[config.mk]
export PLATFORM = sky130hd
export DESIGN_NAME = bgi_cfg
export DESIGN_NICKNAME = d
export VERILOG_FILES = /design/src/hdl/bgi_pkg.sv /design/src/hdl/bgi_cfg.sv
export SDC_FILE = /design/constraint.sdc
export NUM_CORES = 1
export LEC_CHECK = 0
export BUFFER_PORTS_ARGS = -buffer_cell sky130_fd_sc_hd__buf_4
export CELL_PAD_IN_SITES_DETAIL_PLACEMENT = 0
export CELL_PAD_IN_SITES_GLOBAL_PLACEMENT = 2
export CORE_MARGIN = 2
export CORE_UTILIZATION = 18
export DETAILED_ROUTE_END_ITERATION = 8
export GPL_TIMING_DRIVEN = 0
export PLACE_DENSITY = 0.84
export SETUP_SLACK_MARGIN = 0.2
export SYNTH_ARGS = -nofsm -noshare
export SYNTH_HDL_FRONTEND = slang
export SYNTH_SLANG_ARGS = --single-unit
[constraint.sdc]
create_clock -name clk -period 1.6 [get_ports clk]
set_input_delay 0.24 -clock clk [delete_from_list [all_inputs] [get_ports clk]]
set_output_delay 0.24 -clock clk [all_outputs]
set_load 0.02 [all_outputs]
[src/hdl/bgi_pkg.sv]
// ----------------------------------------------------------------------------
// bgi_pkg
// Shared types and constants of the bilinear grid interpolator: item codes,
// controller states, and the command and status words between controller
// and datapath.
// ----------------------------------------------------------------------------
package bgi_pkg;

  typedef enum logic [1:0] {
    OP_LOAD_X = 2'd0,
    OP_LOAD_Y = 2'd1,
    OP_LOAD_G = 2'd2,
    OP_QUERY  = 2'd3
  } bgi_op_t;

  typedef enum logic [3:0] {
    ST_IDLE,
    ST_SCAN,
    ST_DRAIN,
    ST_RD_LO,
    ST_RD_HI,
    ST_DIFF,
    ST_GRD,
    ST_M1,
    ST_M2,
    ST_M3,
    ST_ACC,
    ST_DMUL,
    ST_DCHK,
    ST_DIV,
    ST_RND,
    ST_FIN
  } bgi_state_t;

  // coordinate memory read address source
  typedef enum logic [1:0] {
    CRD_SCAN,
    CRD_LO,
    CRD_HI
  } bgi_crd_t;

  typedef struct packed {
    logic     load;
    logic     capture;
    logic     scan;
    bgi_crd_t crd;
    logic     cap_lo;
    logic     diff;
    logic     grd;
    logic     m1;
    logic     m2;
    logic     m3;
    logic     acc;
    logic     dmul;
    logic     dchk;
    logic     div;
    logic     rnd;
    logic     fin;
  } bgi_cmd_t;

  typedef struct packed {
    logic scan_last;
    logic term_last;
    logic div_last;
    logic dzero;
  } bgi_sts_t;

  // numerator magnitude and accumulator width
  localparam int ACC_W     = 98;
  localparam int DIV_CNT_W = 7;

  localparam int          CFG_ADDR_W = 3;
  localparam logic        REG_X_USED = 1'b0;
  localparam logic        REG_Y_USED = 1'b1;
  localparam logic [6:0]  USED_RESET = 7'd64;

  localparam logic [31:0] VAL_MAX = 32'h7FFF_FFFF;
  localparam logic [31:0] VAL_MIN = 32'h8000_0000;

endpackage

[src/hdl/bgi_cfg.sv]
// ----------------------------------------------------------------------------
// bgi_cfg
// APB register file holding the number of x and y grid points in use.
// ----------------------------------------------------------------------------
module bgi_cfg
  import bgi_pkg::*;
(
  input  logic                  clk,
  input  logic                  rst_n,
  input  logic                  psel,
  input  logic                  penable,
  input  logic                  pwrite,
  input  logic [CFG_ADDR_W-1:0] paddr,
  input  logic [31:0]           pwdata,
  output logic [31:0]           prdata,
  output logic                  pready,
  output logic [6:0]            x_used,
  output logic [6:0]            y_used
);

  logic [6:0] x_used_r, x_used_nxt;
  logic [6:0] y_used_r, y_used_nxt;
  logic       wr;

  assign pready = 1'b1;
  assign wr     = psel && penable && pwrite;

  always_comb begin
    x_used_nxt = x_used_r;
    y_used_nxt = y_used_r;
    if (wr) begin
      unique case (paddr[2])
        REG_X_USED: x_used_nxt = pwdata[6:0];
        REG_Y_USED: y_used_nxt = pwdata[6:0];
        default:    ;
      endcase
    end
  end

  always_ff @(posedge clk) begin
    if (!rst_n) begin
      x_used_r <= USED_RESET;
      y_used_r <= USED_RESET;
    end else begin
      x_used_r <= x_used_nxt;
      y_used_r <= y_used_nxt;
    end
  end

  assign prdata = (paddr[2] == REG_Y_USED) ? {25'd0, y_used_r} : {25'd0, x_used_r};
  assign x_used = x_used_r;
  assign y_used = y_used_r;

endmodule

==> run_results.csv, run 1 <==
group,metric,value,unit
sta,slew_violations,0,
global_route,grt_usage,0.0774,
final_layout,drive_above_1_share,0.483,
setup_path,critPathLaunch,"y_used[1]",
die,boundaryPins,87,
sta,worstMarginPinSlew,0.507,ns
final_layout,syn_to_final_growth,51.4,%
sta,final.setup_skew,0,ns
setup_path,worstPathMaxFanout,3,
die,die_area,5310,um^2
die,dieWidth,72.9,um
power,ir_drop,0.000209,V
global_route,grt_remaining_overflow,0,
sta,layout_setup_ws,0.376,ns
clocking,insertion_delay,0.24,ns
placed_design,gp_congestion,0.641,
yosys,synth_cells,90,
clocking,cts-root-buf,"clkbuf_8",
run,max_cap_viol_count,0,
worst_hold_path,hold_depth,3,
worst_hold_path,min_path_type,"primary input to flip-flop",
sta,max_freq,0.817,GHz
yosys,synth_ff_type,"dfxtp_1",
sta,slew_headroom,0.662,
sta,hold_violations,0,
setup_path,startpoint_type,"flip-flop",
sta,min_period,1.22,ns
die,num_rows,25,
yosys,synth_edf_count,0,
setup_path,slowest_delay,0.33,ns
setup_path,r2r-end,"x_used[6]",
sta,timing.hold.ws,0.275,ns
yosys,synth_cell_type_count,11,
clocking,cts_tree,"yes",
setup_path,endpoint_kind,"output pin",
yosys,ys_seq_area_frac,0.328,
yosys,netlist_area,855,um^2
yosys,synth.most_common_cell,"buf_4",
final_layout,nNetsFinal,191,
global_route,grt_pass1_vias,611,
sta,fin_crit_sh,0.765,
setup_path,worstPathRequired,1.36,ns
placed_design,io_buffers,32,
clocking,cts_setup_buffers,0,
yosys,synthTopCellsByCount,"26 x buf_4, 18 x nand2_1, 14 x dfxtp_1, 14 x mux2i_1, 7 x mux2_2",
setup_path,crit_end,"prdata[1]",
setup_path,rrSetupSlack,0.96,ns
final_layout,stdcell_count,203,
power,power-per-cell-area,663,nW/um^2
yosys,yosysWarnings,0,
routing,num_vias,685,
global_route,grt_first_pass_wirelength,2950,um
sta,finalSetupViolCount,0,
clocking,htree_levels,1,
global_route,grt_start_max_net_pins,11,
clocking,ctsLongestPathBuffers,2,
setup_path,cp_cell_sequence,"mux2_2, buf_4",
routing,dr.first_iter.drc_count,17,
yosys,synthArstFlopShare,0,
die,initial_utilization,0.183,
routing,ant_nets,0,
setup_path,cp_slowest_cell,"dfxtp_1",
clocking,cts-resized-gates,0,
setup_path,worstReg2RegStart,"x_used[6]",
placed_design,pre_cts_ws,0.467,ns
routing,post_drt_via_cell_ratio,3.37,
power,power_leakage,0.751,nW
setup_path,worst-setup-path-type,"flip-flop to output pin",
run_status,status,"finished, final reports clean",
yosys,synth_largest_area_cell,"dfxtp_1",
yosys,yosysTopAreaCellShare,0.328,
routing,drt-wirelength-per-cell,9.70,um
placed_design,dp_cells,200,
yosys,ys_ff_latch,14,
yosys,avgSynthCellArea,9.50,um^2
setup_path,rr_worst_depth,2,
final_layout,diodes,0,
clocking,cts_buffers,3,
die,core,4660,um^2
sta,rsz0062_at_grt,"no",
global_route,grt_antenna_before_repair,0,
clocking,clock-sinks,14,
setup_path,crit_arrival,0.98,ns
routing,drtPass1Iterations,4,
sta,finalSetupTns,0,ns
die,die_h,72.9,um
yosys,synth_area_leaders,"dfxtp_1 33%, buf_4 23%, mux2i_1 16%, mux2_2 9.2%, nand2_1 7.9%",
clocking,clk_pin_slew,0.06,ns
clocking,cts_hold_buf,0,
routing,drt_wl_total,1970,um
routing,drc_errors,0,
placed_design,hpwl,1510,um
[worst min path at each step]
stage,to,from
2_1_floorplan,x_used[0],pwdata[0]
3_3_place_gp,y_used[4],y_used[4]
3_5_place_dp,x_used[5],x_used[5]
4_1_cts,x_used[4],pwdata[4]
5_1_grt,x_used[6],pwdata[6]
6_report,y_used[3],pwdata[3]
[state kept, by name (all words and copies together) (netlist names)]
signal  count
x_used      7
y_used      7
[layer usage]
| metal | GRT usage | part of all wire |
|---|---|---|
| met2 | 0.120 | 0.47 |
| met3 | 0.0249 | 0.082 |
| met5 | 0 | 0 |
| met1 | 0.0991 | 0.44 |
| met4 | 0.0309 | 0.0046 |
[layout by cell type, fill, tap and decap left out, drive strengths merged]
| cell type | n |
|---|---|
| mux2i | 14 |
| nand2 | 18 |
| conb | 26 |
| buf | 60 |
| nor2b | 3 |
| mux2 | 7 |
| nand4 | 1 |
| dfxtp | 14 |
| nand4b | 1 |
| clkbuf | 5 |
[report_power, final]
part	switching, mW	leakage [nW]	internal (mW)
registers	0.00559	0.113	0.357
clock network	0.118	0.0216	0.166
logic	0.115	0.616	0.0963
[stage by stage]
stage	util	area (um^2)	power (mW)
after floorplan	-	945	0.526
after global placement	0.269	1250	0.581
after detailed placement	0.269	1250	0.582
after CTS	0.278	1290	0.874
after global routing	0.278	1290	0.908
final	0.278	1290	0.858
[cell type report]
| class | count | area [um^2] |
|---|---|---|
| clock buffers | 3 | 41.3 |
| repair buffers | 32 | 240 |
| plain buffers | 30 | 225 |
| fillers | 516 | 3370 |
| multi-input cells | 70 | 439 |
| flip-flops and latches | 14 | 280 |
| well taps | 54 | 67.6 |
[cell families (layout without fill, tap and decap cells)]
family	count (synthesis)	count (layout)	synth area share
buffers and inverters	30	65	0.264
multiplexers	21	21	0.256
flip-flops	14	14	0.328
AND/OR/NAND/NOR	23	23	0.143
other	2	26	0.00879
[critical path: cells and delay by family (launching register included)]
kind	cells	cell delay (ns)
buffers and inverters	1	0.15
DFF	1	0.33
muxes	1	0.26
(Power assumes the default switching activity.)
==> run 2, diff against run 1 <==
Settings changed: CORE_UTILIZATION 18 to 17, PLACE_DENSITY 0.84 to 0.8.
Clock period 1.6 ns to 1.25 ns, I/O delays scaled along.
==> run 2 against run 1 <==
- register-to-register slack lost 0.45 ns
- final cell count grew 13%
- sequential power grew 28%
- global-route usage shrank 0.14 points
- non-clock buffer count grew 14
- cell area grew 15%
- power grew 31%
- combinational power grew 41%
- critical endpoint is now prdata[0]
- largest cell class unchanged
==> run_results.csv, run 2 (same netlist as run 1, synthesis figures left out) <==
group,metric,value,unit
setup_path,endpoint_kind,"output pin",
placed_design,hpwl,1580,um
setup_path,rr_worst_depth,3,
sta,rsz0062_at_grt,"yes",
die,core,4790,um^2
final_layout,nFillCells,534,
final_layout,multi_input_area,465,um^2
placed_design,io_buffers,32,
clocking,cts_hold_buf,0,
run_status,status,"finished, final reports clean",
worst_hold_path,hold_depth,3,
sta,min_period,1.15,ns
die,die_h,74.9,um
setup_path,worstReg2RegStart,"y_used[6]",
routing,drt_wl_total,2200,um
sta,hold_violations,0,
setup_path,crit_arrival,0.96,ns
setup_path,r2r-end,"y_used[6]",
die,boundaryPins,87,
global_route,grt_antenna_before_repair,0,
worst_hold_path,hold_end,"y_used[6]",
placed_design,placed_area,1270,um^2
routing,drc_errors,0,
final_layout,layout_common_cells,"64 x buf_4, 26 x conb_1, 18 x nand2_1",
setup_path,worstPathRequired,1.06,ns
routing,num_vias,744,
routing,dr.first_iter.drc_count,18,
placed_design,gp_congestion,0.723,
clocking,clk_pin_slew,0.06,ns
sta,finalSetupTns,0,ns
global_route,grt_usage,0.0760,
setup_path,critPathLaunch,"x_used[0]",
clocking,clock-sinks,14,
global_route,grt_first_pass_wirelength,3130,um
clocking,cts_tree,"yes",
global_route,grt_pass1_vias,696,
clocking,cts_buffers,3,
clocking,cts-root-buf,"clkbuf_8",
die,num_rows,25,
final_layout,mostFrequentLayoutCell,"buf_4",
global_route,grt_start_max_net_pins,11,
setup_path,cp_cell_sequence,"mux2_4, buf_6",
sta,slew_violations,0,
final_layout,nNetsFinal,205,
setup_path,rrSetupSlack,0.51,ns
setup_path,cp_top_family,"flip-flops",
clocking,htree_levels,1,
power,ir_drop,0.000291,V
clocking,ctsLongestPathBuffers,2,
clocking,insertion_delay,0.24,ns
routing,drt-wirelength-per-cell,9.57,um
power,power_leakage,0.856,nW
routing,post_drt_via_cell_ratio,3.23,
setup_path,cp_slowest_cell,"dfxtp_2",
worst_hold_path,min_path_type,"primary input to flip-flop",
sta,finalSetupViolCount,0,
final_layout,syn_to_final_growth,74.2,%
die,initial_utilization,0.179,
worst_hold_path,min_from,"pwdata[6]",
die,die_area,5610,um^2
final_layout,seq_area,298,um^2
sta,final.setup_skew,0,ns
sta,fin_crit_sh,0.921,
routing,drtPass1Iterations,3,
die,dieWidth,74.9,um
final_layout,fin_area,1490,um^2
sta,max_freq,0.869,GHz
final_layout,drive_above_1_share,0.613,
setup_path,startpoint_type,"flip-flop",
final_layout,diodes,0,
setup_path,critical_path_buf_inv_count,1,
power,power-per-cell-area,757,nW/um^2
run,max_cap_viol_count,0,
global_route,grt_remaining_overflow,0,
setup_path,slowest_delay,0.32,ns
routing,ant_nets,0,
setup_path,worstPathMaxFanout,2,
setup_path,worst-setup-path-type,"flip-flop to output pin",
==> run 2: cell types whose count changed in the layout (fill, tap and decap cells not counted) <==
| cell | previous run | this run |
|---|---|---|
| buf_4 | 58 | 64 |
| dfxtp_1 | 14 | 0 |
| mux2_2 | 7 | 0 |
| mux2_4 | 0 | 7 |
| dfxtp_2 | 0 | 14 |
| buf_6 | 2 | 10 |
==> run 2: worst max path at each step <==
stage	depth (start not counted)	slack [ns]	endpoint
floorplan	1	0.36	prdata[6]
global placement	4	0.23	y_used[6]
detailed placement	4	0.22	y_used[6]
CTS	2	0.10	prdata[5]
global route	2	0.08	prdata[4]
finish	2	0.1	prdata[0]
==> run 2: metrics by stage <==
stage,power (mW),hold WS (ns),instances,setup WS [ns],utilization
after floorplan,0.673,0.349,114,0.364,-
after global placement,0.741,0.453,213,0.230,0.265
after detailed placement,0.743,0.464,213,0.221,0.265
after CTS,1.13,0.213,230,0.103,0.310
after global routing,1.17,0.221,230,0.0830,0.311
final,1.13,0.208,230,0.0994,0.311
==> run 2: power breakdown <==
group          leakage [nW]  total (mW)  switching [mW]  internal (mW)
Combinational         0.716       0.298           0.156          0.142
Sequential            0.118       0.463         0.00519          0.458
Clock                0.0216       0.366           0.153          0.213
==> run 2: tightest hold or removal path: stages <==
cell     delay (ns)
buf_4          0.07
nor2b_1        0.04
mux2i_1        0.11
==> run 2: routing by layer <==
metal  routed length (um)  vias to the layer above  GRT usage
met1                  981                      313     0.0900
met3                  235                        5     0.0214
li1                     -                      383          -
met4                   32                        0     0.0357
met2                  952                       43      0.127
met5                    0                        -          0
==> run 2: layout make-up <==
class,instances,share of cell area
multi-input combinational,70,0.313
timing repair buffer,46,0.252
sequential,14,0.200
buffer,30,0.151
tap,67,0.0563
clock buffer,3,0.0277
==> run 2: timing repair <==
action                     in CTS  in global routing
setup endpoints to repair       7                  8
setup buffers                  14                  0
gates resized for setup        28                  1
==> run 3, diff against run 2 <==
==> constraint.sdc (replaced) <==
create_clock -name clk -period 1.25 [get_ports clk]
set_input_delay 0.1875 -clock clk [delete_from_list [all_inputs] [get_ports clk]]
set_output_delay 0.1875 -clock clk [all_outputs]
set_load 0.005 [all_outputs]
==> run 3 against run 2 <==
- sequential share of layout area grew 0.051 points
- critical path type unchanged
- non-clock buffer count is the same
- final cell count is the same
- first-iteration DRC count shrank 22%
- sequential power is essentially flat
- critical path depth is the same
- sequential cell count is the same
- clock power is essentially flat
- hold slack is the same
==> run_results.csv, run 3 (same netlist as run 1, synthesis figures left out) <==
group,metric,value,unit
die,core,4790,um^2
placed_design,io_buffers,32,
clocking,cts_hold_buf,0,
setup_path,cp_cell_sequence,"mux2_4, buf_6",
global_route,grt_start_max_net_pins,11,
power,power,1.05,mW
setup_path,worst-setup-path-type,"flip-flop to output pin",
routing,drtPass1Iterations,3,
sta,min_period,1.13,ns
final_layout,diodes,0,
routing,ant_nets,0,
routing,dr.first_iter.drc_count,14,
setup_path,worstPathMaxFanout,2,
placed_design,hpwl,1580,um
final_layout,stdcell_count,230,
die,num_rows,25,
worst_hold_path,hold_depth,3,
sta,max_freq,0.882,GHz
die,dieWidth,74.9,um
global_route,grt_antenna_before_repair,0,
setup_path,slowest_delay,0.32,ns
final_layout,nNetsFinal,205,
clocking,cts_tree,"yes",
setup_path,endpoint_kind,"output pin",
power,ir_drop,0.000288,V
power,power_leakage,0.855,nW
die,boundaryPins,87,
sta,hold_violations,0,
final_layout,nFillCells,534,
worst_hold_path,min_from,"pwdata[6]",
clocking,ctsLongestPathBuffers,2,
global_route,grt_remaining_overflow,0,
routing,drt-wirelength-per-cell,9.58,um
sta,fin_crit_sh,0.907,
final_layout,syn_to_final_growth,73.8,%
final_layout,layout_common_cells,"65 x buf_4, 26 x conb_1, 18 x nand2_1",
routing,drc_errors,0,
worst_hold_path,hold_end,"y_used[6]",
clocking,cts_buffers,3,
setup_path,rrSetupSlack,0.51,ns
global_route,grt_pass1_vias,696,
setup_path,cp_slowest_cell,"dfxtp_2",
routing,post_drt_via_cell_ratio,3.23,
clocking,clock-sinks,14,
die,die_h,74.9,um
final_layout,mostFrequentLayoutCell,"buf_4",
clocking,htree_levels,1,
setup_path,startpoint_type,"flip-flop",
run_status,status,"finished, final reports clean",
sta,final.setup_skew,0,ns
clocking,insertion_delay,0.24,ns
global_route,grt_first_pass_wirelength,3130,um
setup_path,r2r-end,"y_used[6]",
setup_path,rr_worst_depth,3,
sta,finalSetupViolCount,0,
sta,finalSetupTns,0,ns
sta,rsz0062_at_grt,"yes",
clocking,clk_pin_slew,0.06,ns
clocking,cts-root-buf,"clkbuf_8",
setup_path,worstPathRequired,1.06,ns
global_route,grt_usage,0.0760,
sta,timing.hold.ws,0.208,ns
worst_hold_path,min_path_type,"primary input to flip-flop",
run,max_cap_viol_count,0,
sta,slew_violations,0,
setup_path,crit_arrival,0.95,ns
setup_path,worstReg2RegStart,"y_used[6]",
final_layout,drive_above_1_share,0.613,
placed_design,dp_cells,213,
power,power-per-cell-area,710,nW/um^2
routing,num_vias,744,
routing,drt_wl_total,2200,um
die,die_area,5610,um^2
placed_design,gp_congestion,0.723,
die,initial_utilization,0.179,
run 3: cell types whose count changed in the layout (fill, tap and decap cells not counted):
cell,change
buf_4,+1
buf_6,-1
run 3: layer usage:
metal | GRT usage | part of all wire | vias up
li1 | - | - | 383
met1 | 0.0900 | 0.44 | 313
met2 | 0.127 | 0.43 | 43
met3 | 0.0214 | 0.11 | 5
met4 | 0.0357 | 0.015 | 0
met5 | 0 | 0 | -
run 3: how the worst max path moves through the flow:
| stage | start | endpoint | cells after the start |
|---|---|---|---|
| floorplan | paddr[2] | x_used[6] | 4 |
| global placement | rst_n | y_used[6] | 4 |
| detailed placement | rst_n | y_used[6] | 4 |
| CTS | x_used[5] | prdata[5] | 2 |
| global route | x_used[4] | prdata[4] | 2 |
| finish | x_used[0] | prdata[0] | 2 |
run 3: worst max-delay path: cells and delay by family, from the launching register on:
kind	cells	cell delay (ns)
buffers and inverters	1	0.11
flip-flops	1	0.32
multiplexers	1	0.27
run 3: cell type report:
class                      instances  area [um^2]  area share
buffer                            30          225       0.152
timing repair buffer              46          372       0.250
multi-input combinational         70          465       0.313
sequential                        14          298       0.201
clock buffer                       3         41.3      0.0278
tap                               67         83.8      0.0564
run 3: power breakdown:
group / switching [mW] / internal (mW)
registers: 0.00519 / 0.458
clock network: 0.153 / 0.213
logic: 0.0879 / 0.137
total: 0.246 / 0.808
run 3: per-stage QoR:
| stage | util | area [um^2] | setup slack [ns] |
|---|---|---|---|
| 5_1_grt | 0.310 | 1490 | 0.0988 |
| 2_1_floorplan | - | 945 | 0.422 |
| 3_3_place_gp | 0.265 | 1270 | 0.230 |
| 4_1_cts | 0.310 | 1490 | 0.119 |
| 3_5_place_dp | 0.265 | 1270 | 0.221 |
| 6_report | 0.310 | 1490 | 0.116 |
run 3: timing repair:
item	4_1_cts	5_1_grt
setup endpoints to repair	7	7
cloned	0	0
gates resized for setup	28	0
buffers inserted	14	0
