--- config.mk ---
export PLATFORM = sky130hd
export DESIGN_NAME = bgi_ctrl
export DESIGN_NICKNAME = d
export VERILOG_FILES = /design/src/hdl/bgi_pkg.sv /design/src/hdl/bgi_ctrl.sv
export SDC_FILE = /design/constraint.sdc
export NUM_CORES = 1
export LEC_CHECK = 0
export BUFFER_PORTS_ARGS = -buffer_cell sky130_fd_sc_hd__buf_2
export CORE_AREA = 2 2 39 41
export DETAILED_ROUTE_END_ITERATION = 7
export DIE_AREA = 0 0 41 43
export GPL_ROUTABILITY_DRIVEN = 0
export HOLD_SLACK_MARGIN = 0.1
export PLACE_DENSITY_LB_ADDON = 0.2
export SYNTH_ARGS = -nofsm -noshare
export SYNTH_HDL_FRONTEND = slang
export SYNTH_SLANG_ARGS = --single-unit
--- constraint.sdc ---
create_clock -name clk -period 1.52 [get_ports clk]
set_input_delay 0.228 -clock clk [delete_from_list [all_inputs] [get_ports clk]]
set_output_delay 0.228 -clock clk [all_outputs]
set_load 0.1 [all_outputs]
--- src/hdl/bgi_pkg.sv ---
// ----------------------------------------------------------------------------
// bgi_pkg
// Shared types and constants of the bilinear grid interpolator: item codes,
// controller states, and the command and status words between controller
// and datapath.
// ----------------------------------------------------------------------------
package bgi_pkg;

  typedef enum logic [1:0] {
    OP_LOAD_X = 2'd0,
    OP_LOAD_Y = 2'd1,
    OP_LOAD_G = 2'd2,
    OP_QUERY  = 2'd3
  } bgi_op_t;

  typedef enum logic [3:0] {
    ST_IDLE,
    ST_SCAN,
    ST_DRAIN,
    ST_RD_LO,
    ST_RD_HI,
    ST_DIFF,
    ST_GRD,
    ST_M1,
    ST_M2,
    ST_M3,
    ST_ACC,
    ST_DMUL,
    ST_DCHK,
    ST_DIV,
    ST_RND,
    ST_FIN
  } bgi_state_t;

  // coordinate memory read address source
  typedef enum logic [1:0] {
    CRD_SCAN,
    CRD_LO,
    CRD_HI
  } bgi_crd_t;

  typedef struct packed {
    logic     load;
    logic     capture;
    logic     scan;
    bgi_crd_t crd;
    logic     cap_lo;
    logic     diff;
    logic     grd;
    logic     m1;
    logic     m2;
    logic     m3;
    logic     acc;
    logic     dmul;
    logic     dchk;
    logic     div;
    logic     rnd;
    logic     fin;
  } bgi_cmd_t;

  typedef struct packed {
    logic scan_last;
    logic term_last;
    logic div_last;
    logic dzero;
  } bgi_sts_t;

  // numerator magnitude and accumulator width
  localparam int ACC_W     = 98;
  localparam int DIV_CNT_W = 7;

  localparam int          CFG_ADDR_W = 3;
  localparam logic        REG_X_USED = 1'b0;
  localparam logic        REG_Y_USED = 1'b1;
  localparam logic [6:0]  USED_RESET = 7'd64;

  localparam logic [31:0] VAL_MAX = 32'h7FFF_FFFF;
  localparam logic [31:0] VAL_MIN = 32'h8000_0000;

endpackage

--- src/hdl/bgi_ctrl.sv ---
// ----------------------------------------------------------------------------
// bgi_ctrl
// Query sequencer: cell search, coordinate and grid fetch, four weighted
// terms on a shared multiplier, restoring division, rounding and output.
// ----------------------------------------------------------------------------
module bgi_ctrl
  import bgi_pkg::*;
(
  input  logic       clk,
  input  logic       rst_n,
  input  logic       start,
  input  logic [1:0] in_op,
  input  bgi_sts_t   sts,
  output logic       busy,
  output bgi_cmd_t   cmd
);

  bgi_state_t state_r, state_nxt;
  logic       is_query;

  assign is_query = (in_op == OP_QUERY);

  always_comb begin
    state_nxt = state_r;
    unique case (state_r)
      ST_IDLE:  if (start && is_query) state_nxt = ST_SCAN;
      ST_SCAN:  if (sts.scan_last) state_nxt = ST_DRAIN;
      ST_DRAIN: state_nxt = ST_RD_LO;
      ST_RD_LO: state_nxt = ST_RD_HI;
      ST_RD_HI: state_nxt = ST_DIFF;
      ST_DIFF:  state_nxt = ST_GRD;
      ST_GRD:   state_nxt = ST_M1;
      ST_M1:    state_nxt = ST_M2;
      ST_M2:    state_nxt = ST_M3;
      ST_M3:    state_nxt = ST_ACC;
      ST_ACC:   state_nxt = sts.term_last ? ST_DMUL : ST_GRD;
      ST_DMUL:  state_nxt = ST_DCHK;
      ST_DCHK:  state_nxt = sts.dzero ? ST_FIN : ST_DIV;
      ST_DIV:   if (sts.div_last) state_nxt = ST_RND;
      ST_RND:   state_nxt = ST_FIN;
      ST_FIN:   state_nxt = ST_IDLE;
      default:  state_nxt = ST_IDLE;
    endcase
  end

  always_comb begin
    cmd  = '0;
    busy = 1'b1;
    cmd.crd = CRD_SCAN;
    unique case (state_r)
      ST_IDLE: begin
        busy        = 1'b0;
        cmd.load    = start && !is_query;
        cmd.capture = start && is_query;
      end
      ST_SCAN:  cmd.scan = 1'b1;
      ST_DRAIN: ;
      ST_RD_LO: cmd.crd = CRD_LO;
      ST_RD_HI: begin
        cmd.crd    = CRD_HI;
        cmd.cap_lo = 1'b1;
      end
      ST_DIFF:  cmd.diff = 1'b1;
      ST_GRD:   cmd.grd  = 1'b1;
      ST_M1:    cmd.m1   = 1'b1;
      ST_M2:    cmd.m2   = 1'b1;
      ST_M3:    cmd.m3   = 1'b1;
      ST_ACC:   cmd.acc  = 1'b1;
      ST_DMUL:  cmd.dmul = 1'b1;
      ST_DCHK:  cmd.dchk = 1'b1;
      ST_DIV:   cmd.div  = 1'b1;
      ST_RND:   cmd.rnd  = 1'b1;
      ST_FIN:   cmd.fin  = 1'b1;
      default:  ;
    endcase
  end

  always_ff @(posedge clk) begin
    if (!rst_n) begin
      state_r <= ST_IDLE;
    end else begin
      state_r <= state_nxt;
    end
  end

endmodule

==> results.ini, run 1 <==
[final_layout]
layout_commonest_cell = buf_12
layout_common_cells = 19 x buf_12, 9 x buf_4, 8 x nor2_4, 8 x buf_2, 7 x nor3_4
finalNetCount = 108
utilization_pct = 84.1
antenna_cells = 0
largest_registers = state_r x4
synthToLayoutAreaGrowth_pct = 223
largest_reg_flops = 4
layout-drive-gt1-share_pct = 80.4
top_register = state_r

[timing]
max-slew-margin-rel_pct = 79.2
fin_crit_ns = 1.67
fin_crit_sh_pct = 110
fin_skew_ns = 0.00538
setup_slack_ns = -0.151
drv_slew = 0
setup_violations = 3
grt_setup_unrepaired = yes
timing.fmax_mhz = 598
tightestPinTransition_ns = 0.309
hold_viol = 0

[min_path]
min_to = state_r[2]$_SDFFE_PN0P_
hold_depth = 3
min-delay-start = rst_n
hold_path.class = in2reg

[clock_network]
clock_latency_ns = 0.24
clk_path_buf_depth = 2
clkSinkCount = 4
clk_pin_slew_ns = 0.04
holdBufCountCts = 0
htreeDepth = 1
clockRootBuffer = clkbuf_4
cts_tree = built
cts_made_buffers = 3

[synthesis]
synth_xor_xnor_area_share_pct = 0
synthDistinctLibCells = 23
synth_area_um2 = 360
ys_seq_area_share_pct = 22.2
synthSimpleGateAreaFrac_pct = 45.5
synth_compound_area_share_pct = 20.8
synthMuxAreaShare_pct = 0
syn-num-nets = 68
synth_top_family_by_area = simple AND/OR/NAND/NOR gates
syn_avg_cell_area_um2 = 6.11
ys_ff_latch = 4
netlist_instances = 59
synth_fa_ha_area_share_pct = 0
yosysWarnings = 0

[power_and_ir_drop]
power_density_nw_per_um2 = 545
p_leak_nw = 0.452
peakVddDrop_mv = 0.777
total_power_uw = 634

[routing]
drc_errors = 0
dr.first_iter.drc_count = 5
vias = 614
viasPerCell = 5.43
avgRoutedWirePerCell_um = 14.5
final_antenna_net_count = 0
drt_wl_total_um = 1630
drt-pass1-iter-count = 4

[critical_path]
rr_endpoint = state_r[0]$_SDFFE_PN0P_
end_kind = output pin
start_kind = register
r2r_slack_ns = 0.12
critPathArrivalTime_ns = 1.44
cp.required_ns = 1.29
ff2ff_path_depth = 3
r2r_start = state_r[3]$_SDFFE_PN0P_
crit_type = reg2out
crit_path_max_fanout = 4

[place]
place.port_buffers = 26
dp_hpwl_um = 1080

[floorplanning]
dieArea_um2 = 1760
initial_core_util_pct = 26.0
num_rows = 14
core_um2 = 1380
die_x_um = 41
ioPinCount = 27
die-height_um = 43

[global_routing]
antenna_found_initial = 0
grt_start_max_net_pins = 16
gr-total-overflow = 0
track_usage_pct = 21.6
grt_pass1_vias = 613
grt_pass1_wl_um = 2550

[outcome]
violations = negative setup slack
status = finished, violations left

[job]
max-cap-violations = 0

-- how the worst max path moves through the flow --
stage                             from      end  cells after the start
6_report       state_r[2]$_SDFFE_PN0P_  cmd[16]                      5
5_1_grt        state_r[3]$_SDFFE_PN0P_  cmd[16]                      5
4_1_cts        state_r[2]$_SDFFE_PN0P_  cmd[16]                      5
3_5_place_dp   state_r[2]$_SDFFE_PN0P_  cmd[14]                      5
3_3_place_gp   state_r[3]$_SDFFE_PN0P_  cmd[16]                      5
2_1_floorplan  state_r[0]$_SDFFE_PN0P_  cmd[13]                      5
-- stage by stage --
step           worst slack, ns  TNS [ns]  instances  area (um^2)  hold slack, ns
2_1_floorplan           -0.427     -1.63         59          614           0.337
3_3_place_gp            0.0941         0        104          996           0.465
3_5_place_dp            0.0969         0        104          996           0.465
4_1_cts                -0.0909    -0.166        109         1090           0.215
5_1_grt                 -0.206    -0.623        113         1160           0.261
6_report                -0.151    -0.345        113         1160           0.230
-- critical path, cell delays in order (launching register included) --
cell	delay (ns)
dfxtp_2	0.33
nor4_2	0.31
buf_4	0.18
nand2_4	0.06
a21oi_4	0.14
buf_12	0.19
-- where the power goes --
| group | switching [mW] | total (mW) | internal, mW |
|---|---|---|---|
| Sequential | 0.0106 | 0.122 | 0.112 |
| Clock | 0.0454 | 0.134 | 0.0884 |
| Combinational | 0.226 | 0.378 | 0.152 |
-- area by class of cell --
| class | instances | area [um^2] |
|---|---|---|
| timing repair buffer | 40 | 554 |
| tap | 16 | 20.0 |
| clock buffer | 3 | 22.5 |
| inverter | 5 | 26.3 |
| sequential | 4 | 90.1 |
| fill | 64 | 220 |
| multi-input combinational | 45 | 450 |
-- repair_timing --
item                                    CTS  global route
gates resized for setup                  16             6
pin swaps                                 5             3
cloned                                    0             1
buffers inserted                          2             3
endpoints found under the setup margin   16            10
-- logic make-up (layout without fill, tap and decap cells) --
kind of cell           Yosys count  after routing
buffers and inverters           10             48
and+or+nand+nor                 35             35
AOI/OAI and AO/OA               10             10
DFF                              4              4
-- cells in the mapped netlist (all sizes together) --
cell type	number	area (um^2)
a221oi	1	8.76
a31o	1	8.76
a21oi	2	10.0
nand2b	1	6.26
nor2b	2	12.5
dfxtp	4	80.1
inv	5	18.8
nor3	7	35.0
nor4	2	12.5
nor2	9	33.8
or3	2	12.5
a21o	1	7.51
o21ai	2	10.0
a31oi	1	6.26
nand3b	1	7.51
buf	4	18.8
nand3	2	10.0
a2111oi	1	15.0
nand2	9	33.8
a32oi	1	8.76
clkbuf	1	3.75
-- metal layers --
metal	wire [um]	up-vias	part of all wire, %	GRT usage (%)
li1	-	284	-	-
met5	0	-	0	0
met1	579	291	35	23.5
met4	32	0	2.0	13.3
met2	939	32	58	36.3
met3	81	7	5.0	3.14
No activity file was read; power rests on OpenSTA's default activity.
==> run 2: changes to the inputs <==
--- a/config.mk
+++ b/config.mk
@@ -6,9 +6,11 @@
 export NUM_CORES = 1
 export LEC_CHECK = 0
 export BUFFER_PORTS_ARGS = -buffer_cell sky130_fd_sc_hd__buf_2
-export CORE_AREA = 2 2 39 41
+export CELL_PAD_IN_SITES_DETAIL_PLACEMENT = 1
+export CELL_PAD_IN_SITES_GLOBAL_PLACEMENT = 1
+export CORE_MARGIN = 2
+export CORE_UTILIZATION = 23
 export DETAILED_ROUTE_END_ITERATION = 7
-export DIE_AREA = 0 0 41 43
 export GPL_ROUTABILITY_DRIVEN = 0
 export HOLD_SLACK_MARGIN = 0.1
 export PLACE_DENSITY_LB_ADDON = 0.2
==> run 2 against run 1 <==
  * The run now fails in 5_1_grt
  * Synthesized area unchanged
  * Synthesized cell count unchanged
==> results.ini, run 2 <==
[synthesis]
synth_compound_area_share_pct = 20.8  ; unchanged
ys_top_cells_by_count = 9 x nand2_1, 9 x nor2_1, 7 x nor3_1
synth_area_um2 = 360  ; unchanged
synth_top_family_by_area = simple AND/OR/NAND/NOR gates
synth_fa_ha_area_share_pct = 0  ; unchanged
netlist_instances = 59  ; unchanged
synth_ff_type = dfxtp_1
ys_ff_latch = 4  ; unchanged
syn-num-nets = 68  ; unchanged
synth_top_cell_by_area = dfxtp_1
synthDistinctLibCells = 23  ; unchanged
synthMuxAreaShare_pct = 0  ; unchanged
ys_seq_area_share_pct = 22.2  ; unchanged
synth_xor_xnor_area_share_pct = 0  ; unchanged
synth_edf_count = 0  ; unchanged
syn_avg_cell_area_um2 = 6.11  ; unchanged
async_flop_share_pct = 0  ; unchanged
ys_top_cells_by_area = dfxtp_1 22%, nor3_1 9.7%, nand2_1 9.4%
synth_top_area_share_pct = 22.2  ; unchanged
yosysWarnings = 0  ; unchanged
synthSimpleGateAreaFrac_pct = 45.5  ; unchanged

[clock_network]
clk_path_buf_depth = 2  ; unchanged
clkSinkCount = 4  ; unchanged
cts_made_buffers = 3  ; unchanged
clockRootBuffer = clkbuf_4
htreeDepth = 1  ; unchanged

[place]
place.port_buffers = 26  ; unchanged
pre_cts_ws_ns = 0.0687  ; -0.0281 ns
dp_hpwl_um = 1530  ; +42%

[floorplanning]
die-height_um = 43.6  ; +1.3%
initial_core_util_pct = 24.2  ; -1.8 points
num_rows = 14  ; unchanged
ioPinCount = 27  ; unchanged
die_x_um = 43.6  ; +6.3%

[timing]
postGrtWorstEndpoint = cmd[16]
worst-endpoint-pin-kind = top-level output

[global_routing]
grt_start_max_net_pins = 16
antenna_found_initial = 0

[outcome]
lastStage = 5_1_grt
status = did not finish
error_line = [ERROR DPL-0033] detailed placement checks failed during check placement.

run 2: cell counts after synthesis:
No cell type changed its count.
run 2: stage by stage:
stage / cell area [um^2] / hold slack [ns] / TNS, ns / cells / util [%]
2_1_floorplan: 614 / 0.337 / -1.63 / 59 / -
3_3_place_gp: 996 / 0.455 / 0 / 104 / 66.9
3_5_place_dp: 996 / 0.472 / 0 / 104 / 66.9
4_1_cts: 1110 / 0.266 / -0.462 / 111 / 74.9
run 2: timing repair:
item                       CTS
setup endpoints to repair   17
resized for setup           17
hold endpoints to repair     0
hold buffers                 0
pin swaps                    3
buffers inserted             4
run 2: cell families after synthesis:
kind of cell    after synthesis
flops                         4
simple gates                 35
buf+inv                      10
compound gates               10
==> run 3: changes to the inputs <==
==> config.mk (replaced) <==
export PLATFORM = sky130hd
export DESIGN_NAME = bgi_ctrl
export DESIGN_NICKNAME = d
export VERILOG_FILES = /design/src/hdl/bgi_pkg.sv /design/src/hdl/bgi_ctrl.sv
export SDC_FILE = /design/constraint.sdc
export NUM_CORES = 1
export LEC_CHECK = 0
export BUFFER_PORTS_ARGS = -buffer_cell sky130_fd_sc_hd__buf_2
export CORE_AREA = 2 2 63 65
export DETAILED_ROUTE_END_ITERATION = 7
export DIE_AREA = 0 0 65 67
export GPL_ROUTABILITY_DRIVEN = 0
export PLACE_DENSITY_LB_ADDON = 0.15
export SYNTH_ARGS = -nofsm -noshare
export SYNTH_HDL_FRONTEND = slang
export SYNTH_SLANG_ARGS = --single-unit
==> run 3 against run 2 <==
  * The flow now finishes, with violations (negative setup slack)
==> results.ini, run 3 (synthesis results as in run 1) <==
[outcome]
status = finished, violations left
violations = negative setup slack

[routing]
drt-pass1-iter-count = 4
vias = 557
avgRoutedWirePerCell_um = 10.6
drt_wl_total_um = 1510
drc_errors = 0
dr.first_iter.drc_count = 18
final_antenna_net_count = 0
viasPerCell = 3.92

[timing]
grt_setup_unrepaired = yes
fin_crit_sh_pct = 104
max-slew-margin-rel_pct = 78.3
hold_viol = 0
fin_setup_tns_ns = -0.110
tightestPinTransition_ns = 0.323
fin_skew_ns = 0.00102
fin_crit_ns = 1.58
timing.fmax_mhz = 631
drv_slew = 0
setup_slack_ns = -0.0645
setup_violations = 2

[clock_network]
htreeDepth = 1  ; unchanged
clk_path_buf_depth = 2  ; unchanged
clkSinkCount = 4  ; unchanged
clockRootBuffer = clkbuf_8
cts_made_buffers = 3  ; unchanged
clock_latency_ns = 0.22
cts_tree = built
clk_pin_slew_ns = 0.03
holdBufCountCts = 0  ; unchanged

[place]
place.port_buffers = 26  ; unchanged
dp_hpwl_um = 1200  ; -22%

[final_layout]
largest_reg_flops = 4
largest_registers = state_r x4
utilization_pct = 32.7
layout_common_cells = 19 x buf_12, 8 x nor2_4, 8 x buf_2, 7 x nor3_4, 7 x buf_4
layout_commonest_cell = buf_12
finalNetCount = 105
antenna_cells = 0
layout-drive-gt1-share_pct = 79.8
top_register = state_r
fillerInstances = 367
synthToLayoutAreaGrowth_pct = 227

[critical_path]
start_kind = register
crit_type = reg2out
crit_path_max_fanout = 4
critPathArrivalTime_ns = 1.36
ff2ff_path_depth = 3
cp.required_ns = 1.29
end_kind = output pin

[global_routing]
antenna_found_initial = 0
track_usage_pct = 7.34
gr-total-overflow = 0
grt_pass1_vias = 556
grt_pass1_wl_um = 2430
grt_start_max_net_pins = 16

[floorplanning]
core_um2 = 3610
die-height_um = 67  ; +54%
die_x_um = 65  ; +49%
dieArea_um2 = 4360
ioPinCount = 27  ; unchanged
initial_core_util_pct = 9.99  ; -14 points
num_rows = 22  ; +8

[min_path]
hold_depth = 3
hold_path.class = in2reg

[power_and_ir_drop]
total_power_uw = 703
peakVddDrop_mv = 0.144
power_density_nw_per_um2 = 595
p_leak_nw = 0.439

[job]
max-cap-violations = 0

run 3: layout make-up:
type	instances	area, um^2	area share (%)
inverter	5	26.3	2.23
clock buffer	3	41.3	3.50
multi-input combinational	45	450	38.2
sequential	4	87.6	7.42
timing repair buffer	37	514	43.6
tap	48	60.1	5.09
run 3: worst max-delay path, stage by stage, from the launching register on:
cell	delay, ns
dfxtp_2	0.33
nor4_2	0.26
buf_4	0.17
nand2_4	0.06
a21oi_4	0.13
buf_12	0.19
run 3: report_power, final:
part	leakage [nW]	switching (mW)	internal, mW
sequential	0.0346	0.00920	0.112
clock	0.0216	0.0621	0.169
combinational	0.383	0.217	0.132
total	0.439	0.289	0.414
run 3: per-stage QoR:
stage / setup slack (ns) / cells / hold WS (ns) / area (um^2)
global placement: 0.0478 / 137 / 0.477 / 1040
detailed placement: 0.0732 / 137 / 0.468 / 1040
global route: -0.119 / 142 / 0.245 / 1180
CTS: -0.0895 / 142 / 0.236 / 1160
finish: -0.0645 / 142 / 0.235 / 1180
floorplan: -0.427 / 59 / 0.337 / 614
run 3: worst paths after layout:
kind / start / endpoint / slack (ns)
max: state_r[2]$_SDFFE_PN0P_ / cmd[16] / -0.06
min reg2reg: state_r[0]$_SDFFE_PN0P_ / state_r[0]$_SDFFE_PN0P_ / 0.59
min: rst_n / state_r[2]$_SDFFE_PN0P_ / 0.24
max reg2reg: state_r[3]$_SDFFE_PN0P_ / state_r[0]$_SDFFE_PN0P_ / 0.13
run 3: what timing repair did:
item / in CTS / in global routing
pin swaps: 5 / 1
endpoints found under the hold margin: 0 / 0
setup endpoints to repair: 16 / 6
setup buffers: 2 / 0
gates resized for setup: 14 / 4
run 3: layer usage:
metal	share of wire [%]	vias to the layer above	track usage (%)	wire length (um)
met5	0	-	0	0
met4	1.7	0	5.32	26
met3	4.4	3	1.01	67
met2	56	20	13.0	839
met1	38	257	7.99	574
li1	-	277	-	-
==> run 4: changes to the inputs <==
--- a/config.mk
+++ b/config.mk
@@ -10,7 +10,6 @@
 export DETAILED_ROUTE_END_ITERATION = 7
 export DIE_AREA = 0 0 65 67
 export GPL_ROUTABILITY_DRIVEN = 0
-export PLACE_DENSITY_LB_ADDON = 0.15
 export SYNTH_ARGS = -nofsm -noshare
 export SYNTH_HDL_FRONTEND = slang
 export SYNTH_SLANG_ARGS = --single-unit
==> run 4 against run 3 <==
  * The flow still finishes with violations (negative setup slack)
  * Sequential share of layout area down 0.070 points
  * Cell count up 0.70%
  * Register-to-register slack better by 0.04 ns
  * Non-clock buffer count up 1
  * Cell area up 0.95%
  * Via count down 2.5%
  * Worst setup slack worse by 0.022 ns
  * Critical path type unchanged
  * Largest cell class unchanged
  * Largest power group unchanged
  * Highest routed layer is now met3
==> results.ini, run 4 (synthesis results as in run 1) <==
[timing]
timing.fmax_mhz = 622  ; -1.4%
grt_setup_unrepaired = yes
tightestPinTransition_ns = 0.347  ; +0.0239 ns
drv_slew = 0  ; unchanged
setup_slack_ns = -0.0868  ; -0.0222 ns
hold_viol = 0  ; unchanged
max-slew-margin-rel_pct = 76.7  ; -1.6 points
setup_violations = 4  ; +2
fin_crit_ns = 1.61  ; +0.0222 ns
timing.hold.ws_ns = 0.249  ; +0.0133 ns
fin_crit_sh_pct = 106  ; +1.5 points
fin_skew_ns = 0.000605  ; -0.000419 ns

[floorplanning]
core_um2 = 3610  ; unchanged
num_rows = 22  ; unchanged
initial_core_util_pct = 9.99  ; unchanged
ioPinCount = 27  ; unchanged
dieArea_um2 = 4360  ; unchanged
die_x_um = 65  ; unchanged
die-height_um = 67  ; unchanged

[critical_path]
r2r_slack_ns = 0.17  ; +0.04 ns
r2r_start = state_r[3]$_SDFFE_PN0P_
cp.required_ns = 1.29  ; about the same
rr_endpoint = state_r[0]$_SDFFE_PN0P_
end_kind = output pin
start_kind = register
critPathLaunch = state_r[3]$_SDFFE_PN0P_
crit_type = reg2out
ff2ff_path_depth = 3  ; unchanged
crit_path_max_fanout = 4  ; unchanged
critPathArrivalTime_ns = 1.38  ; +0.02 ns

[routing]
avgRoutedWirePerCell_um = 10.9  ; +2.9%
vias = 543  ; -2.5%
dr.first_iter.drc_count = 7  ; -11
viasPerCell = 3.80  ; -3.2%
drc_errors = 0  ; unchanged
drt-pass1-iter-count = 3  ; -1
final_antenna_net_count = 0  ; unchanged
drt_wl_total_um = 1560  ; +3.6%

[final_layout]
multi_input_area_um2 = 455  ; +1.1%
synthToLayoutAreaGrowth_pct = 231
layout_commonest_cell = buf_12
final_cell_count_no_fill = 143  ; +0.70%
regArea_um2 = 87.6  ; unchanged
layout_common_cells = 19 x buf_12, 8 x nor2_4, 8 x buf_2, 7 x nor3_4, 7 x buf_4
fillerInstances = 349  ; -4.9%
largest_reg_flops = 4  ; unchanged
finalNetCount = 106  ; +0.95%
layout-drive-gt1-share_pct = 80.0  ; +0.21 points
antenna_cells = 0  ; unchanged
top_register = state_r
largest_registers = state_r x4

[global_routing]
grt_pass1_vias = 577  ; +3.8%
grt_pass1_wl_um = 2610  ; +7.4%
track_usage_pct = 7.71  ; +0.36 points
antenna_found_initial = 0  ; unchanged
gr-total-overflow = 0  ; unchanged
grt_start_max_net_pins = 16  ; unchanged

[power_and_ir_drop]
peakVddDrop_mv = 0.245  ; +70%
power_density_nw_per_um2 = 592  ; -0.62%
seqPwrFrac_pct = 17.2  ; about the same
swShare_pct = 39.6  ; -1.5 points
p_sw_uw = 279  ; -3.3%
combPwrFrac_pct = 52.4  ; +2.7 points
p_int_uw = 426  ; +2.8%
p_leak_nw = 0.443  ; +1.0%
p_clk_share_pct = 30.5  ; -2.4 points

[clock_network]
clockRootBuffer = clkbuf_8
clock_latency_ns = 0.21  ; about the same
htreeDepth = 1  ; unchanged
holdBufCountCts = 0  ; unchanged
clk_pin_slew_ns = 0.03  ; about the same
cts_tree = built
clk_path_buf_depth = 2  ; unchanged
clkSinkCount = 4  ; unchanged
cts_made_buffers = 3  ; unchanged

[place]
place.port_buffers = 26  ; unchanged
dp_hpwl_um = 1240  ; +3.3%
place_inst = 136  ; -0.73%

[min_path]
min_to = state_r[2]$_SDFFE_PN0P_
hold_depth = 3  ; unchanged
hold_path.class = in2reg
min-delay-start = rst_n

[outcome]
violations = negative setup slack
status = finished, violations left

[job]
max-cap-violations = 0  ; unchanged

[run 4: cell count changes in the layout (fill, tap and decap cells not counted), sizes merged]
cell / previous run / this run
buf: 37 / 38
[run 4: worst max-delay path: stages (launching register included)]
cell,delay [ns]
dfxtp_2,0.33
nor4_2,0.29
buf_4,0.17
nand2_4,0.06
a21oi_4,0.13
buf_12,0.19
[run 4: stage by stage]
| stage | power, mW | setup WS [ns] | util [%] | instance area (um^2) | TNS, ns |
|---|---|---|---|---|---|
| 4_1_cts | 0.679 | -0.0748 | 31.6 | 1140 | -0.129 |
| 3_5_place_dp | 0.423 | 0.0696 | 28.7 | 1040 | 0 |
| 3_3_place_gp | 0.417 | 0.0282 | 28.7 | 1040 | 0 |
| 5_1_grt | 0.738 | -0.157 | 33.0 | 1190 | -0.570 |
| 2_1_floorplan | 0.347 | -0.427 | - | 614 | -1.63 |
| 6_report | 0.705 | -0.0868 | 33.0 | 1190 | -0.161 |
[run 4: repair_timing]
action,CTS,global route
endpoints found under the setup margin,15,15
gates resized for setup,12,7
pin swaps,4,2
setup buffers,1,3
[run 4: how the worst max path moves through the flow]
stage / endpoint / slack [ns]
after floorplan: cmd[13] / -0.43
after global placement: cmd[16] / 0.03
after detailed placement: cmd[16] / 0.07
after CTS: cmd[16] / -0.07
after global routing: cmd[16] / -0.16
final: cmd[16] / -0.09
[run 4: layout make-up]
cell class,instances,area share [%]
tap,48,5.04
timing repair buffer,38,43.5
inverter,5,2.42
sequential,4,7.35
multi-input combinational,45,38.2
clock buffer,3,3.47
[run 4: routing by layer]
| metal | up-vias | global-route usage, % | wire length [um] |
|---|---|---|---|
| met5 | - | 0 | 0 |
| met4 | 0 | 3.46 | 0 |
| met3 | 0 | 2.70 | 84 |
| met2 | 9 | 14.4 | 948 |
| met1 | 257 | 7.60 | 529 |
| li1 | 277 | - | - |
[run 4: power groups by stage]
stage / clock network, mW / logic (mW) / registers (mW)
after floorplan: 0 / 0.225 / 0.122
after global placement: 0 / 0.295 / 0.122
after detailed placement: 0 / 0.300 / 0.123
after CTS: 0.223 / 0.337 / 0.120
after global routing: 0.230 / 0.386 / 0.122
final: 0.215 / 0.369 / 0.121
